--- config.mk ---
export PLATFORM = sky130hd
export DESIGN_NAME = piecewise_linear_interp_integral
export DESIGN_NICKNAME = d
export VERILOG_FILES = /design/src/rtl/pli_pkg.sv /design/src/rtl/pli_serial_md.sv /design/src/rtl/piecewise_linear_interp_integral.sv
export SDC_FILE = /design/constraint.sdc
export NUM_CORES = 2
export LEC_CHECK = 0
export BUFFER_PORTS_ARGS = -buffer_cell sky130_fd_sc_hd__clkbuf_2
export CAP_MARGIN = 20
export CORE_MARGIN = 2
export CORE_UTILIZATION = 40
export DETAILED_ROUTE_END_ITERATION = 6
export PLACE_DENSITY = 0.53
export SETUP_SLACK_MARGIN = 0.1
export SYNTH_ARGS = -nofsm -noshare
export SYNTH_HDL_FRONTEND = slang
export SYNTH_SLANG_ARGS = --single-unit
--- constraint.sdc ---
create_clock -name clock -period 12.2 [get_ports clock]
set_clock_uncertainty 0.1 [all_clocks]
set_input_delay 2.44 -clock clock [delete_from_list [all_inputs] [get_ports clock]]
set_output_delay 2.44 -clock clock [all_outputs]
set_load 0.005 [all_outputs]
--- src/rtl/pli_pkg.sv ---
// Shared types and constants for the piecewise-linear interpolation block.
// Holds the opcodes, the controller state and job codes, and the serial unit control struct.
// Depends on nothing.
package pli_pkg;

   localparam int MAX_POINTS_DEF = 16;

   localparam logic [1:0] OP_LOAD      = 2'd0;
   localparam logic [1:0] OP_EVALUATE  = 2'd1;
   localparam logic [1:0] OP_INTEGRATE = 2'd2;

   typedef enum logic [4:0] {
      ST_IDLE, ST_SCAN_RD, ST_SCAN_CHK, ST_SCAN_DONE,
      ST_EV_SEL, ST_EV_Y, ST_EV_LO, ST_EV_HI, ST_EV_PREP,
      ST_MUL, ST_DIV, ST_EV_ADD, ST_EV_RET,
      ST_SEG_CHK, ST_SEG_LO, ST_SEG_HI_RD, ST_SEG_HI, ST_SEG_EV, ST_SEG_PREP,
      ST_ACC, ST_FIN1, ST_FIN2, ST_OUT
   } state_type;

   // what the current search or evaluation is for
   typedef enum logic [2:0] {
      J_EVAL, J_S1, J_S2, J_XE, J_XS
   } job_type;

   typedef struct packed {
      logic start;
      logic divide;
   } md_ctrl_type;

endpackage

--- src/rtl/pli_serial_md.sv ---
// Shared shift-add multiplier (64 x 34, modulo 2^64) and restoring divider (64 / 34).
// One bit per cycle. Depends on pli_pkg.
module pli_serial_md (
   input  logic                 clock,
   input  logic                 reset,
   input  pli_pkg::md_ctrl_type ctrl,
   input  logic [63:0]          opnd_a,
   input  logic [33:0]          opnd_b,
   output logic                 done,
   output logic [63:0]          result
);
   import pli_pkg::*;

   logic        busy_ff, busy_in;
   logic        done_ff, done_in;
   logic        div_ff, div_in;
   logic [6:0]  cnt_ff, cnt_in;
   logic [63:0] a_ff, a_in;
   logic [33:0] b_ff, b_in;
   logic [63:0] acc_ff, acc_in;
   logic [33:0] rem_ff, rem_in;
   logic [33:0] trial;

   always_comb begin
      busy_in = busy_ff;
      div_in  = div_ff;
      cnt_in  = cnt_ff;
      a_in    = a_ff;
      b_in    = b_ff;
      acc_in  = acc_ff;
      rem_in  = rem_ff;
      done_in = 1'b0;
      trial   = {rem_ff[32:0], a_ff[63]};
      if (ctrl.start) begin
         busy_in = 1'b1;
         div_in  = ctrl.divide;
         cnt_in  = ctrl.divide ? 7'd63 : 7'd33;
         a_in    = opnd_a;
         b_in    = opnd_b;
         acc_in  = '0;
         rem_in  = '0;
      end else if (busy_ff) begin
         if (div_ff) begin
            if (trial >= b_ff) begin
               rem_in = trial - b_ff;
               a_in   = {a_ff[62:0], 1'b1};
            end else begin
               rem_in = trial;
               a_in   = {a_ff[62:0], 1'b0};
            end
         end else begin
            if (b_ff[0]) begin
               acc_in = acc_ff + a_ff;
            end
            a_in = {a_ff[62:0], 1'b0};
            b_in = {1'b0, b_ff[33:1]};
         end
         cnt_in = cnt_ff - 7'd1;
         if (cnt_ff == 7'd0) begin
            busy_in = 1'b0;
            done_in = 1'b1;
         end
      end
   end

   always_ff @(posedge clock) begin
      if (reset) begin
         busy_ff <= 1'b0;
         done_ff <= 1'b0;
      end else begin
         busy_ff <= busy_in;
         done_ff <= done_in;
      end
      div_ff <= div_in;
      cnt_ff <= cnt_in;
      a_ff   <= a_in;
      b_ff   <= b_in;
      acc_ff <= acc_in;
      rem_ff <= rem_in;
   end

   assign done   = done_ff;
   assign result = div_ff ? a_ff : acc_ff;

endmodule

--- src/rtl/piecewise_linear_interp_integral.sv ---
// Top level: breakpoint memories, search and evaluate sequencer, trapezoid integrator.
// Depends on pli_pkg and pli_serial_md.
//
// channel | direction | handshake             | payload
// req     | in        | req_valid / req_ready | opcode, point_index, point_x/y, query_start/end
// rsp     | out       | rsp_valid / rsp_ready | result_value, empty_table_error
// csr     | in        | csr_wr_en             | csr_wr_data (point_count)
//
// Flow: a load writes both memories when accepted. An evaluate scans the breakpoints and, when it
// interpolates, runs a serial multiply and then a serial divide on the one shared shift/subtract
// unit. An integrate runs two searches, then per segment reads its bounds, runs two evaluates, a
// multiply and an accumulate.
// Reset: synchronous, clears the controller, point_count and the result valid; memories are not
// cleared. One item is worked at a time; a new item is taken while a result waits on rsp.
module piecewise_linear_interp_integral #(
   parameter int MAX_POINTS = pli_pkg::MAX_POINTS_DEF
) (
   input  logic               clock,
   input  logic               reset,
   input  logic               req_valid,
   output logic               req_ready,
   input  logic [1:0]         req_opcode,
   input  logic [3:0]         req_point_index,
   input  logic signed [31:0] req_point_x,
   input  logic signed [31:0] req_point_y,
   input  logic signed [31:0] req_query_start,
   input  logic signed [31:0] req_query_end,
   output logic               rsp_valid,
   input  logic               rsp_ready,
   output logic signed [63:0] rsp_result_value,
   output logic               rsp_empty_table_error,
   input  logic               csr_wr_en,
   input  logic [4:0]         csr_wr_data
);
   import pli_pkg::*;

   localparam int IDXW = $clog2(MAX_POINTS);
   localparam int CW   = $clog2(MAX_POINTS + 1);

   // breakpoint stores, one read port each, registered read data
   logic signed [31:0] mem_x [MAX_POINTS];
   logic signed [31:0] mem_y [MAX_POINTS];
   logic signed [31:0] x_rd_ff, y_rd_ff;
   logic [IDXW-1:0]    x_raddr, y_raddr;
   logic               mem_we;

   state_type state_ff, state_in;
   job_type   job_ff, job_in;

   logic [4:0]          count_ff;
   logic [CW-1:0]       n_pts;
   logic                req_xfer;

   logic signed [31:0] q_ff, q_in, v1_ff, v1_in, v2_ff, v2_in;
   logic signed [31:0] xhi_ff, xhi_in, xlo_ff, xlo_in, ylo_ff, ylo_in, yhi_ff, yhi_in;
   logic signed [31:0] xs_ff, xs_in, xe_ff, xe_in;
   logic [CW-1:0]      s_ff, s_in, s1_ff, s1_in, s2_ff, s2_in;
   logic [CW:0]        seg_ff, seg_in;
   logic [CW-1:0]      s_m1, seg_m1;
   logic [32:0]        dx_ff, dx_in;
   logic               dyneg_ff, dyneg_in, neg_ff, neg_in, mul_int_ff, mul_int_in;
   logic [63:0]        hsum_ff, hsum_in, ev_res_ff, ev_res_in, res_ff, res_in;
   logic               err_ff, err_in;
   logic [127:0]       acc_ff, acc_in, mag_ff, mag_in;
   logic               sign_ff, sign_in;

   logic [63:0] rsp_value_ff, rsp_value_in;
   logic        rsp_err_ff, rsp_err_in, rsp_valid_ff, rsp_valid_in;

   md_ctrl_type md_ctrl;
   logic [63:0] md_a, md_result;
   logic [33:0] md_b;
   logic        md_done;

   logic        direct_hit, out_load;
   logic [32:0] dy33, absdy, t33, w33, absw;
   logic [63:0] absh, sy;
   logic [126:0] half;

   assign n_pts    = (int'(count_ff) > MAX_POINTS) ? CW'(MAX_POINTS) : CW'(count_ff);
   assign req_ready = (state_ff == ST_IDLE);
   assign req_xfer = req_valid && req_ready;
   assign mem_we   = req_xfer && (req_opcode == OP_LOAD) && (int'(req_point_index) < MAX_POINTS);
   assign s_m1     = s_ff - CW'(1);
   assign seg_m1   = CW'(seg_ff - (CW+1)'(1));
   // boundary cases: below first point, past last point, exact hit
   assign direct_hit = (s_ff == '0) || (s_ff == n_pts) || (q_ff == xhi_ff);
   assign out_load = (state_ff == ST_OUT) && (!rsp_valid_ff || rsp_ready);

   assign dy33  = {yhi_ff[31], yhi_ff} - {ylo_ff[31], ylo_ff};
   assign absdy = dy33[32] ? -dy33 : dy33;
   assign t33   = {q_ff[31], q_ff} - {xlo_ff[31], xlo_ff};
   assign w33   = {xe_ff[31], xe_ff} - {xs_ff[31], xs_ff};
   assign absw  = w33[32] ? -w33 : w33;
   assign absh  = hsum_ff[63] ? -hsum_ff : hsum_ff;
   assign sy    = {{32{ylo_ff[31]}}, ylo_ff};
   assign half  = mag_ff[127:1];

   always_ff @(posedge clock) begin
      if (mem_we) begin
         mem_x[IDXW'(req_point_index)] <= req_point_x;
         mem_y[IDXW'(req_point_index)] <= req_point_y;
      end
      x_rd_ff <= mem_x[x_raddr];
      y_rd_ff <= mem_y[y_raddr];
   end

   pli_serial_md u_md (
      .clock  (clock),
      .reset  (reset),
      .ctrl   (md_ctrl),
      .opnd_a (md_a),
      .opnd_b (md_b),
      .done   (md_done),
      .result (md_result)
   );

   // next state
   always_comb begin
      state_in = state_ff;
      case (state_ff)
         ST_IDLE: begin
            if (req_xfer && (req_opcode == OP_EVALUATE || req_opcode == OP_INTEGRATE)) begin
               state_in = (n_pts == '0) ? ST_OUT : ST_SCAN_RD;
            end
         end
         ST_SCAN_RD:   state_in = (s_ff == n_pts) ? ST_SCAN_DONE : ST_SCAN_CHK;
         ST_SCAN_CHK:  state_in = (q_ff <= x_rd_ff) ? ST_SCAN_DONE : ST_SCAN_RD;
         ST_SCAN_DONE: begin
            case (job_ff)
               J_S1:    state_in = ST_SCAN_RD;
               J_S2:    state_in = ST_SEG_CHK;
               default: state_in = ST_EV_SEL;
            endcase
         end
         ST_EV_SEL:   state_in = direct_hit ? ST_EV_Y : ST_EV_LO;
         ST_EV_Y:     state_in = ST_EV_RET;
         ST_EV_LO:    state_in = ST_EV_HI;
         ST_EV_HI:    state_in = ST_EV_PREP;
         ST_EV_PREP:  state_in = ST_MUL;
         ST_MUL: begin
            if (md_done) begin
               state_in = mul_int_ff ? ST_ACC : ST_DIV;
            end
         end
         ST_DIV:      state_in = md_done ? ST_EV_ADD : ST_DIV;
         ST_EV_ADD:   state_in = ST_EV_RET;
         ST_EV_RET: begin
            case (job_ff)
               J_XE:    state_in = ST_SCAN_RD;
               J_XS:    state_in = ST_SEG_PREP;
               default: state_in = ST_OUT;
            endcase
         end
         ST_SEG_CHK: begin
            if (seg_ff > {1'b0, s2_ff}) begin
               state_in = ST_FIN1;
            end else if (seg_ff != '0) begin
               state_in = ST_SEG_LO;
            end else begin
               state_in = ST_SEG_HI_RD;
            end
         end
         ST_SEG_LO:    state_in = ST_SEG_HI_RD;
         ST_SEG_HI_RD: state_in = (seg_ff < {1'b0, n_pts}) ? ST_SEG_HI : ST_SEG_EV;
         ST_SEG_HI:    state_in = ST_SEG_EV;
         ST_SEG_EV:    state_in = ST_SCAN_RD;
         ST_SEG_PREP:  state_in = ST_MUL;
         ST_ACC:       state_in = ST_SEG_CHK;
         ST_FIN1:      state_in = ST_FIN2;
         ST_FIN2:      state_in = ST_OUT;
         ST_OUT:       state_in = out_load ? ST_IDLE : ST_OUT;
         default:      state_in = ST_IDLE;
      endcase
   end

   // memory addresses and serial unit control
   always_comb begin
      x_raddr        = s_ff[IDXW-1:0];
      y_raddr        = s_ff[IDXW-1:0];
      md_ctrl.start  = 1'b0;
      md_ctrl.divide = 1'b0;
      md_a           = {31'd0, absdy};
      md_b           = {1'b0, t33};
      case (state_ff)
         ST_EV_SEL: begin
            if (s_ff == n_pts) begin
               y_raddr = s_m1[IDXW-1:0];
            end else if (!direct_hit) begin
               x_raddr = s_m1[IDXW-1:0];
               y_raddr = s_m1[IDXW-1:0];
            end
         end
         ST_SEG_CHK:   x_raddr = seg_m1[IDXW-1:0];
         ST_SEG_HI_RD: x_raddr = seg_ff[IDXW-1:0];
         ST_EV_PREP:   md_ctrl.start = 1'b1;
         ST_SEG_PREP: begin
            md_ctrl.start = 1'b1;
            md_a          = absh;
            md_b          = {1'b0, absw};
         end
         ST_MUL: begin
            // quotient of the interpolation product by the x step
            if (md_done && !mul_int_ff) begin
               md_ctrl.start  = 1'b1;
               md_ctrl.divide = 1'b1;
               md_a           = md_result;
               md_b           = {1'b0, dx_ff};
            end
         end
         default: ;
      endcase
   end

   // datapath
   always_comb begin
      job_in = job_ff;   q_in = q_ff;     v1_in = v1_ff;   v2_in = v2_ff;
      xhi_in = xhi_ff;   xlo_in = xlo_ff; ylo_in = ylo_ff; yhi_in = yhi_ff;
      xs_in = xs_ff;     xe_in = xe_ff;   s_in = s_ff;     s1_in = s1_ff;
      s2_in = s2_ff;     seg_in = seg_ff; dx_in = dx_ff;   dyneg_in = dyneg_ff;
      neg_in = neg_ff;   mul_int_in = mul_int_ff;          hsum_in = hsum_ff;
      ev_res_in = ev_res_ff; res_in = res_ff; err_in = err_ff;
      acc_in = acc_ff;   mag_in = mag_ff; sign_in = sign_ff;
      case (state_ff)
         ST_IDLE: begin
            if (req_xfer) begin
               v1_in  = req_query_start;
               v2_in  = req_query_end;
               q_in   = req_query_start;
               s_in   = '0;
               job_in = (req_opcode == OP_INTEGRATE) ? J_S1 : J_EVAL;
               acc_in = '0;
               res_in = '0;
               err_in = 1'b1;
            end
         end
         ST_SCAN_CHK: begin
            if (q_ff <= x_rd_ff) begin
               xhi_in = x_rd_ff;
            end else begin
               s_in = s_ff + CW'(1);
            end
         end
         ST_SCAN_DONE: begin
            if (job_ff == J_S1) begin
               s1_in  = s_ff;
               q_in   = v2_ff;
               s_in   = '0;
               job_in = J_S2;
            end else if (job_ff == J_S2) begin
               s2_in  = s_ff;
               seg_in = {1'b0, s1_ff};
            end
         end
         ST_EV_Y:   ev_res_in = {{32{y_rd_ff[31]}}, y_rd_ff};
         ST_EV_LO: begin
            xlo_in = x_rd_ff;
            ylo_in = y_rd_ff;
         end
         ST_EV_HI:  yhi_in = y_rd_ff;
         ST_EV_PREP: begin
            dx_in      = {xhi_ff[31], xhi_ff} - {xlo_ff[31], xlo_ff};
            dyneg_in   = dy33[32];
            mul_int_in = 1'b0;
         end
         ST_EV_ADD: ev_res_in = dyneg_ff ? sy - md_result : sy + md_result;
         ST_EV_RET: begin
            case (job_ff)
               J_XE: begin
                  hsum_in = ev_res_ff;
                  q_in    = xs_ff;
                  s_in    = '0;
                  job_in  = J_XS;
               end
               J_XS: hsum_in = hsum_ff + ev_res_ff;
               default: begin
                  res_in = ev_res_ff;
                  err_in = 1'b0;
               end
            endcase
         end
         ST_SEG_CHK: begin
            xs_in = v1_ff;
            xe_in = v2_ff;
         end
         ST_SEG_LO: begin
            if (x_rd_ff > v1_ff) begin
               xs_in = x_rd_ff;
            end
         end
         ST_SEG_HI: begin
            if (x_rd_ff < v2_ff) begin
               xe_in = x_rd_ff;
            end
         end
         ST_SEG_EV: begin
            q_in   = xe_ff;
            s_in   = '0;
            job_in = J_XE;
         end
         ST_SEG_PREP: begin
            mul_int_in = 1'b1;
            neg_in     = w33[32] ^ hsum_ff[63];
         end
         ST_ACC: begin
            acc_in = neg_ff ? acc_ff - {64'd0, md_result} : acc_ff + {64'd0, md_result};
            seg_in = seg_ff + (CW+1)'(1);
         end
         ST_FIN1: begin
            sign_in = acc_ff[127];
            mag_in  = acc_ff[127] ? -acc_ff : acc_ff;
         end
         ST_FIN2: begin
            // halve toward zero, saturate to 64 bits
            err_in = 1'b0;
            if (sign_ff) begin
               if (half[126:64] != '0 || (half[63] && half[62:0] != '0)) begin
                  res_in = 64'h8000_0000_0000_0000;
               end else begin
                  res_in = -half[63:0];
               end
            end else if (half[126:63] != '0) begin
               res_in = 64'h7FFF_FFFF_FFFF_FFFF;
            end else begin
               res_in = half[63:0];
            end
         end
         default: ;
      endcase
   end

   always_comb begin
      rsp_value_in = rsp_value_ff;
      rsp_err_in   = rsp_err_ff;
      rsp_valid_in = rsp_valid_ff && !rsp_ready;
      if (out_load) begin
         rsp_value_in = res_ff;
         rsp_err_in   = err_ff;
         rsp_valid_in = 1'b1;
      end
   end

   always_ff @(posedge clock) begin
      if (reset) begin
         state_ff     <= ST_IDLE;
         count_ff     <= '0;
         rsp_valid_ff <= 1'b0;
      end else begin
         state_ff     <= state_in;
         rsp_valid_ff <= rsp_valid_in;
         if (csr_wr_en) begin
            count_ff <= csr_wr_data;
         end
      end
      job_ff <= job_in;   q_ff <= q_in;     v1_ff <= v1_in;   v2_ff <= v2_in;
      xhi_ff <= xhi_in;   xlo_ff <= xlo_in; ylo_ff <= ylo_in; yhi_ff <= yhi_in;
      xs_ff <= xs_in;     xe_ff <= xe_in;   s_ff <= s_in;     s1_ff <= s1_in;
      s2_ff <= s2_in;     seg_ff <= seg_in; dx_ff <= dx_in;   dyneg_ff <= dyneg_in;
      neg_ff <= neg_in;   mul_int_ff <= mul_int_in;           hsum_ff <= hsum_in;
      ev_res_ff <= ev_res_in; res_ff <= res_in; err_ff <= err_in;
      acc_ff <= acc_in;   mag_ff <= mag_in; sign_ff <= sign_in;
      rsp_value_ff <= rsp_value_in;
      rsp_err_ff   <= rsp_err_in;
   end

   assign rsp_valid             = rsp_valid_ff;
   assign rsp_result_value      = rsp_value_ff;
   assign rsp_empty_table_error = rsp_err_ff;

   a_err_zero: assert property (@(posedge clock) disable iff (reset)
      (rsp_valid && rsp_empty_table_error) |-> (rsp_result_value == '0))
      else $error("empty-table transfer with nonzero value");

   a_md_done_state: assert property (@(posedge clock) disable iff (reset)
      md_done |-> (state_ff == ST_MUL || state_ff == ST_DIV))
      else $error("serial unit finished outside multiply or divide");

   a_seg_lo: assert property (@(posedge clock) disable iff (reset)
      (state_ff == ST_SEG_LO) |-> (seg_ff != '0) && $past(state_ff == ST_SEG_CHK))
      else $error("lower breakpoint read for first segment");

endmodule

# Yosys cells after proc, flatten, opt, wreduce, memory -nomap -nowiden
# Memories as Yosys holds them, arrays and structs flattened. A register that Yosys moved wholly into a read port is not among the register bits.
# Index checks and enable logic that the tools add are counted.
# W data, S select, Z words.
# word_totals
regBits,1079
elab_cells,258
input_bits,144
mem_count,2
mem_bits_rw,1024
out_inout_bits,67
# mem_list
memory,depth,word_bits,rd,rd_clocked_by_memory_dff,wr,line_no,source
mem_x,16,32,1,1,1,piecewise_linear_interp_integral.sv:41,logic signed [31:0] mem_x [MAX_POINTS];
mem_y,16,32,1,1,1,piecewise_linear_interp_integral.sv:42,logic signed [31:0] mem_y [MAX_POINTS];
# op_classes
bitwise_logic,4
order_cmp,7
n_mux,88
eq_ne,42
n_addsub,21
reduce_logical,55
# op_table
cell,count
$mux W64,11
$pmux W64 S2,3
$mux W128,2
$pmux W128 S2,1
$add A64 B64 Y64,3
$pmux W64 S3,1
$mux W32,5
$mux W33,4
$sub A32 B32 Y33,4
$add A128 B64 Y128,1
$neg A128 Y128,1
$neg A64 Y64,2
$pmux W32 S2,2
$pmux W32 S4,1
$sub A128 B64 Y128,1
$mux W127,1
$reduce_bool A63 Y1,2
$pmux W5 S21,1
$mux W34,3
$neg A33 Y33,2
$pmux W33 S2,1
$reduce_bool A64 Y1,1
$sub A64 B64 Y64,1
$mux W5,12
other kinds (59),151

# Depth between registers and ports, before layout
# logic_depth
ltp_word,8
ltp_mapped,40
depth_no_buf,28

# By module
# A second synthesis with hierarchy kept.
# hier_totals
cells_unflattened,11599
hier_area_um2,125072.5
# by_module_without_submodules
module,area_per_inst_um2,seq_area_each_um2,cells_each,instances
piecewise_linear_interp_integral,110564.8,58135.8,9982,1
pli_serial_md,14507.7,5165.0,1617,1

# Worst setup path before layout
# Ideal clock, no wire load.
# synth_path
kind,input-to-reg
startpoint,input port req_valid
endpoint,"memory mem_x[0][0], enable pin"
n_path_buf,0
setup_slack_ps,2501
t_required_ps,11535
cell_stages,4
setup_time_ps,565
t_arrival_ps,9034
path_cell_list,and3_1 -> nand2_1 -> or3_1 -> nor3_1
# synth_between
elab_chain_len,4
# synth_lines
item,line_no,source
from (decl),piecewise_linear_interp_integral.sv:20,"input logic req_valid,"
$logic_and A1 B1 Y1,piecewise_linear_interp_integral.sv:82,assign req_xfer = req_valid && req_ready;
$logic_and A1 B1 Y1,piecewise_linear_interp_integral.sv:83,assign mem_we = req_xfer && (req_opcode == OP_LOAD) && (int'(req_point_index) < MAX_POINTS);
$mux W1,piecewise_linear_interp_integral.sv:100,if (mem_we) begin
$mux W1 (not written as such),piecewise_linear_interp_integral.sv:101,mem_x[IDXW'(req_point_index)] <= req_point_x;
to (decl),piecewise_linear_interp_integral.sv:41,
# No other way between the ends.

# Worst setup path after layout
# layout_path
startpoint,register u_md.div_ff
endpoint,register acc_ff[126] (data pin)
# layout_between
elab_chain_len,4
word_cells_on_any_way,5
cone_classes,add/sub (2); mux (3)
# layout_lines
item,line_no,source
from (decl),pli_serial_md.sv:16,"logic div_ff, div_in;"
from (signal assigned),pli_serial_md.sv:74,div_ff <= div_in;
$mux W64 (*),pli_serial_md.sv:83,assign result = div_ff ? a_ff : acc_ff;
$add A128 B64 Y128 / $sub A128 B64 Y128 (equally long branches),piecewise_linear_interp_integral.sv:306,"acc_in = neg_ff ? acc_ff - {64'd0, md_result} : acc_ff + {64'd0, md_result};"
$mux W128 (*),piecewise_linear_interp_integral.sv:306,
$pmux W128 S2 (*),piecewise_linear_interp_integral.sv:224,case (state_ff)
to (signal assigned),piecewise_linear_interp_integral.sv:361,acc_ff <= acc_in; mag_ff <= mag_in; sign_ff <= sign_in;
to (decl),piecewise_linear_interp_integral.sv:64,"logic [127:0] acc_ff, acc_in, mag_ff, mag_in;"
# Mark *: on every way between the ends. The rest lies on a longest branch, timed or not.
# A chain may end at the register's enable or synchronous reset.

==> impl_summary.log <==
[metrics] VDD IR max: between 0.0002 and 0.0003 V
[metrics] number of sinks driven by the clock tree: 2165
[metrics] Cell Count, Final, Fillers Out: 15261
[metrics] Syn Area/Cell: 11.0 µm²
[metrics] TritonCTS buffer count: 243
[metrics] die footprint: 0.307 mm²
[metrics] width of the die: around 550 µm
[metrics] first-pass GRT wire length: 558 mm
[metrics] combinational cell fraction of total power: 0.424
[metrics] library cell used as clock root buffer: sky130_fd_sc_hd__clkbuf_16
[metrics] Tightest Hold Check Type: flop to flop
[metrics] initial core utilization: 0.401
[metrics] Post-Route WL: 378 mm
[metrics] number of antenna violations at the first check in global routing: 45
[metrics] Post-Place Cells: ~15000
[metrics] kind of start point of the critical path: flop
[metrics] critical path arrival: between 9 and 10 ns
[metrics] vias in the first global route: 85353
[metrics] number of warnings printed during yosys synthesis: 0
[metrics] Total Routing Usage GR: 0.239
[metrics] growth of design area from synthesis to finish: 11.4%
[metrics] number of design rule violations left after detail routing: 0
[metrics] Setup Viol. Count Final: 0
[metrics] post-layout utilization of the core: 0.447
[metrics] unrepaired setup endpoints after global routing: false
[metrics] pin count of the biggest net entering global routing: 180
[metrics] Layout Nets: 11826
[metrics] element type at the critical path end: flop
[metrics] Vert. Die Dim: 554 µm
[metrics] Top FF cell, synth: sky130_fd_sc_hd__edfxtp_1
[metrics] Place WS: approximately 3.3 ns
[metrics] std cell rows: 202
[metrics] share of the cycle needed by the critical path after routing: 0.736
[metrics] number of post-CTS setup repair buffers: 0
[metrics] cell type with the largest total area after synthesis: sky130_fd_sc_hd__edfxtp_1
[metrics] number of pins with negative max-slew slack in the final report: 0
[metrics] sum of net half-perimeters after detailed placement: 268 mm
[metrics] CTS hold repair buffers: 0
[metrics] highest cell delay on the worst timing path: 0.67 ns
[metrics] most frequently used cell type in the post-synthesis netlist: sky130_fd_sc_hd__edfxtp_1
[metrics] total negative slack for setup checks: 0 ns
[metrics] Int Pwr: between 0.015 and 0.02 W
[metrics] Critical Setup Path Class: flop to flop
[metrics] wire length per cell: 24.8 µm
[metrics] normalized max-slew margin: 0.193
[metrics] clk buf depth: 4
[metrics] number of top-level pins: 211
[metrics] Core Box Area: 0.302 mm²
[metrics] commonest cells in the synthesized netlist: sky130_fd_sc_hd__edfxtp_1 (1991), sky130_fd_sc_hd__a21oi_1 (968), sky130_fd_sc_hd__nand2_1 (863), sky130_fd_sc_hd__nor2_1 (745), sky130_fd_sc_hd__o21ai_0 (742)
[metrics] TritonCTS clock tree: built
[metrics] iteration count of the initial detailed-routing pass: 7
[metrics] number of nets with antenna violations after detailed routing: 0
[metrics] Port Buffers: 210
[metrics] static leakage: 49.2 nW
[metrics] overflow left after global routing: 0
[metrics] gp weighted congestion: 0.967
[metrics] flip-flop and latch count after synthesis: 2165
[metrics] synthesized net count: around 12000
[metrics] crit path max-delay cell type: sky130_fd_sc_hd__nor3_1
[metrics] total number of vias: 88744
[metrics] fraction of final layout cells sized beyond drive strength 1: 0.0909
[metrics] Worst-path clk slew: around 0.06 ns
[metrics] sequential cell fraction of total power: 0.337
[metrics] worst hold slack after final layout: about 0.31 ns
[metrics] area share of the largest cell type after synthesis: 0.493
[metrics] fin worst setup slack: ~3.2 ns
[metrics] endpoints failing hold: 0
[metrics] switching share of power: 0.398
[metrics] Crit path required time: ~13 ns
[metrics] power density over the cells: 230 mW/mm²
[metrics] top area cells in the synthesized netlist: sky130_fd_sc_hd__edfxtp_1 (49%), sky130_fd_sc_hd__ha_1 (6.2%), sky130_fd_sc_hd__a21oi_1 (4.0%)
[metrics] Synth async-reset ratio: 0
[metrics] worst-skew pair later-pin latency: 0.97 ns
[metrics] distinct cell type count after synthesis: 98
[metrics] clock network fraction of total power: 0.239
[metrics] H-Tree Depth: 4
[metrics] DRC violation total after the first TritonRoute iteration: 8266
[metrics] maximum net fanout on the critical path: 37
[metrics] time the final worst path needs with I/O delays and setup: roughly 9.0 ns
[metrics] number of standard cells after synthesis: ~11000
[metrics] status: complete, no violations
[metrics] net switching power: 0.0123 W
[metrics] number of max-cap violations: 0
[metrics] Post-synth EDFFs: 1991
[metrics] PostCTS Resize Cnt: 0
[metrics] Synth Cell Area: 0.121 mm²
[metrics] routed vias/inst: 5.82
[metrics] timing-limited maximum frequency: 0.111 GHz
[metrics] proportion of synthesized chip area in sequential cells: 0.522
[metrics] worst-margin pin slew: 1.20 ns
[worst paths after layout]
| kind | start | endpoint | slack [ns] | cells past startpoint |
|---|---|---|---|---|
| worst max-delay path | u_md.div_ff | acc_ff[126] | 3.22 | 29 |
| worst max register to register | u_md.div_ff | acc_ff[126] | 3.22 | 29 |
| worst min register to register | res_ff[22] | rsp_result_value[22] | 0.31 | 0 |
| worst min-delay path | res_ff[22] | rsp_result_value[22] | 0.31 | 0 |
[per-stage QoR]
step / instance area, µm² / total power (W)
floorplan: 121000 / 0.0194
global placement: 127000 / 0.0235
detailed placement: 127000 / 0.0236
CTS: 135000 / 0.0311
global route: 135000 / 0.0328
finish: 135000 / 0.0310
[critical path: cells and delay by family, from the launching register on]
family	cells	cell delay (ns)
and+or+nand+nor	14	3.98
AOI/OAI and AO/OA	8	1.88
buffers and inverters	3	1.07
muxes	1	0.47
adders and majority gates	1	0.44
DFF	1	0.34
xor gates and xnor gates	2	0.34
[cell families after synthesis]
family	count (synthesis)	share of synthesized area
compound gates	3200	0.166
mux	386	0.0453
fa+ha+maj	607	0.0632
simple gates	2845	0.113
xor+xnor	841	0.0608
flops	2165	0.522
buf+inv	943	0.0294
[final cells by class]
cell class | count | area [µm²]
fill | 27976 | 167000
sequential | 2165 | 63300
multi-input combinational | 7879 | 54800
clock buffer | 303 | 6460
tap | 3978 | 4980
timing repair buffer | 374 | 2380
inverter | 412 | 1550
clock inverter | 139 | 1510
antenna | 11 | 27.5
[power groups by stage]
stage / registers (W) / logic (W) / clock network, W
6_report: 0.0104 / 0.0131 / 0.00741
3_3_place_gp: 0.0106 / 0.0129 / 0
4_1_cts: 0.0104 / 0.0131 / 0.00757
2_1_floorplan: 0.0101 / 0.00932 / 0
3_5_place_dp: 0.0106 / 0.0130 / 0
5_1_grt: 0.0105 / 0.0144 / 0.00785
[state kept, by name, summed over array words and instances (netlist names), 33 cells and up]
name,count
u_md.b_ff,33
mem_y,512
u_md.rem_ff,33
hsum_ff,64
u_md.acc_ff,64
res_ff,64
dx_ff,33
acc_ff,128
u_md.a_ff,64
mag_ff,127
mem_x,512
ev_res_ff,64
rsp_result_value,64
[layout by cell type, fill, tap and decap left out, types with 74 or more instances in the layout]
cell type,instances
sky130_fd_sc_hd__a31oi_1,83
sky130_fd_sc_hd__buf_4,156
sky130_fd_sc_hd__a21o_1,329
sky130_fd_sc_hd__clkbuf_16,245
sky130_fd_sc_hd__mux2i_1,243
sky130_fd_sc_hd__clkbuf_2,210
sky130_fd_sc_hd__ha_1,598
sky130_fd_sc_hd__nand2_1,858
sky130_fd_sc_hd__a211oi_1,326
sky130_fd_sc_hd__o21ai_0,738
sky130_fd_sc_hd__nand3_1,154
sky130_fd_sc_hd__o31ai_1,95
sky130_fd_sc_hd__nor3_1,133
sky130_fd_sc_hd__xor2_1,356
sky130_fd_sc_hd__edfxtp_1,1991
sky130_fd_sc_hd__mux4_2,128
sky130_fd_sc_hd__dfxtp_1,174
sky130_fd_sc_hd__nand4_1,144
sky130_fd_sc_hd__nor2_1,725
sky130_fd_sc_hd__a21oi_1,964
sky130_fd_sc_hd__inv_1,407
sky130_fd_sc_hd__nand2b_1,84
sky130_fd_sc_hd__nor2b_1,257
sky130_fd_sc_hd__o21bai_1,88
sky130_fd_sc_hd__xnor2_1,484
sky130_fd_sc_hd__o21a_1,96
sky130_fd_sc_hd__and3_1,74
[layer usage]
metal | track usage | vias up | wire length, µm
met5 | 0 | - | 203
met4 | 0.0749 | 32 | 12300
met3 | 0.0400 | 562 | 24100
met2 | 0.377 | 2690 | 171000
met1 | 0.335 | 43815 | 170000
li1 | - | 41645 | -
Note: power is estimated with default switching activity, not from simulation.
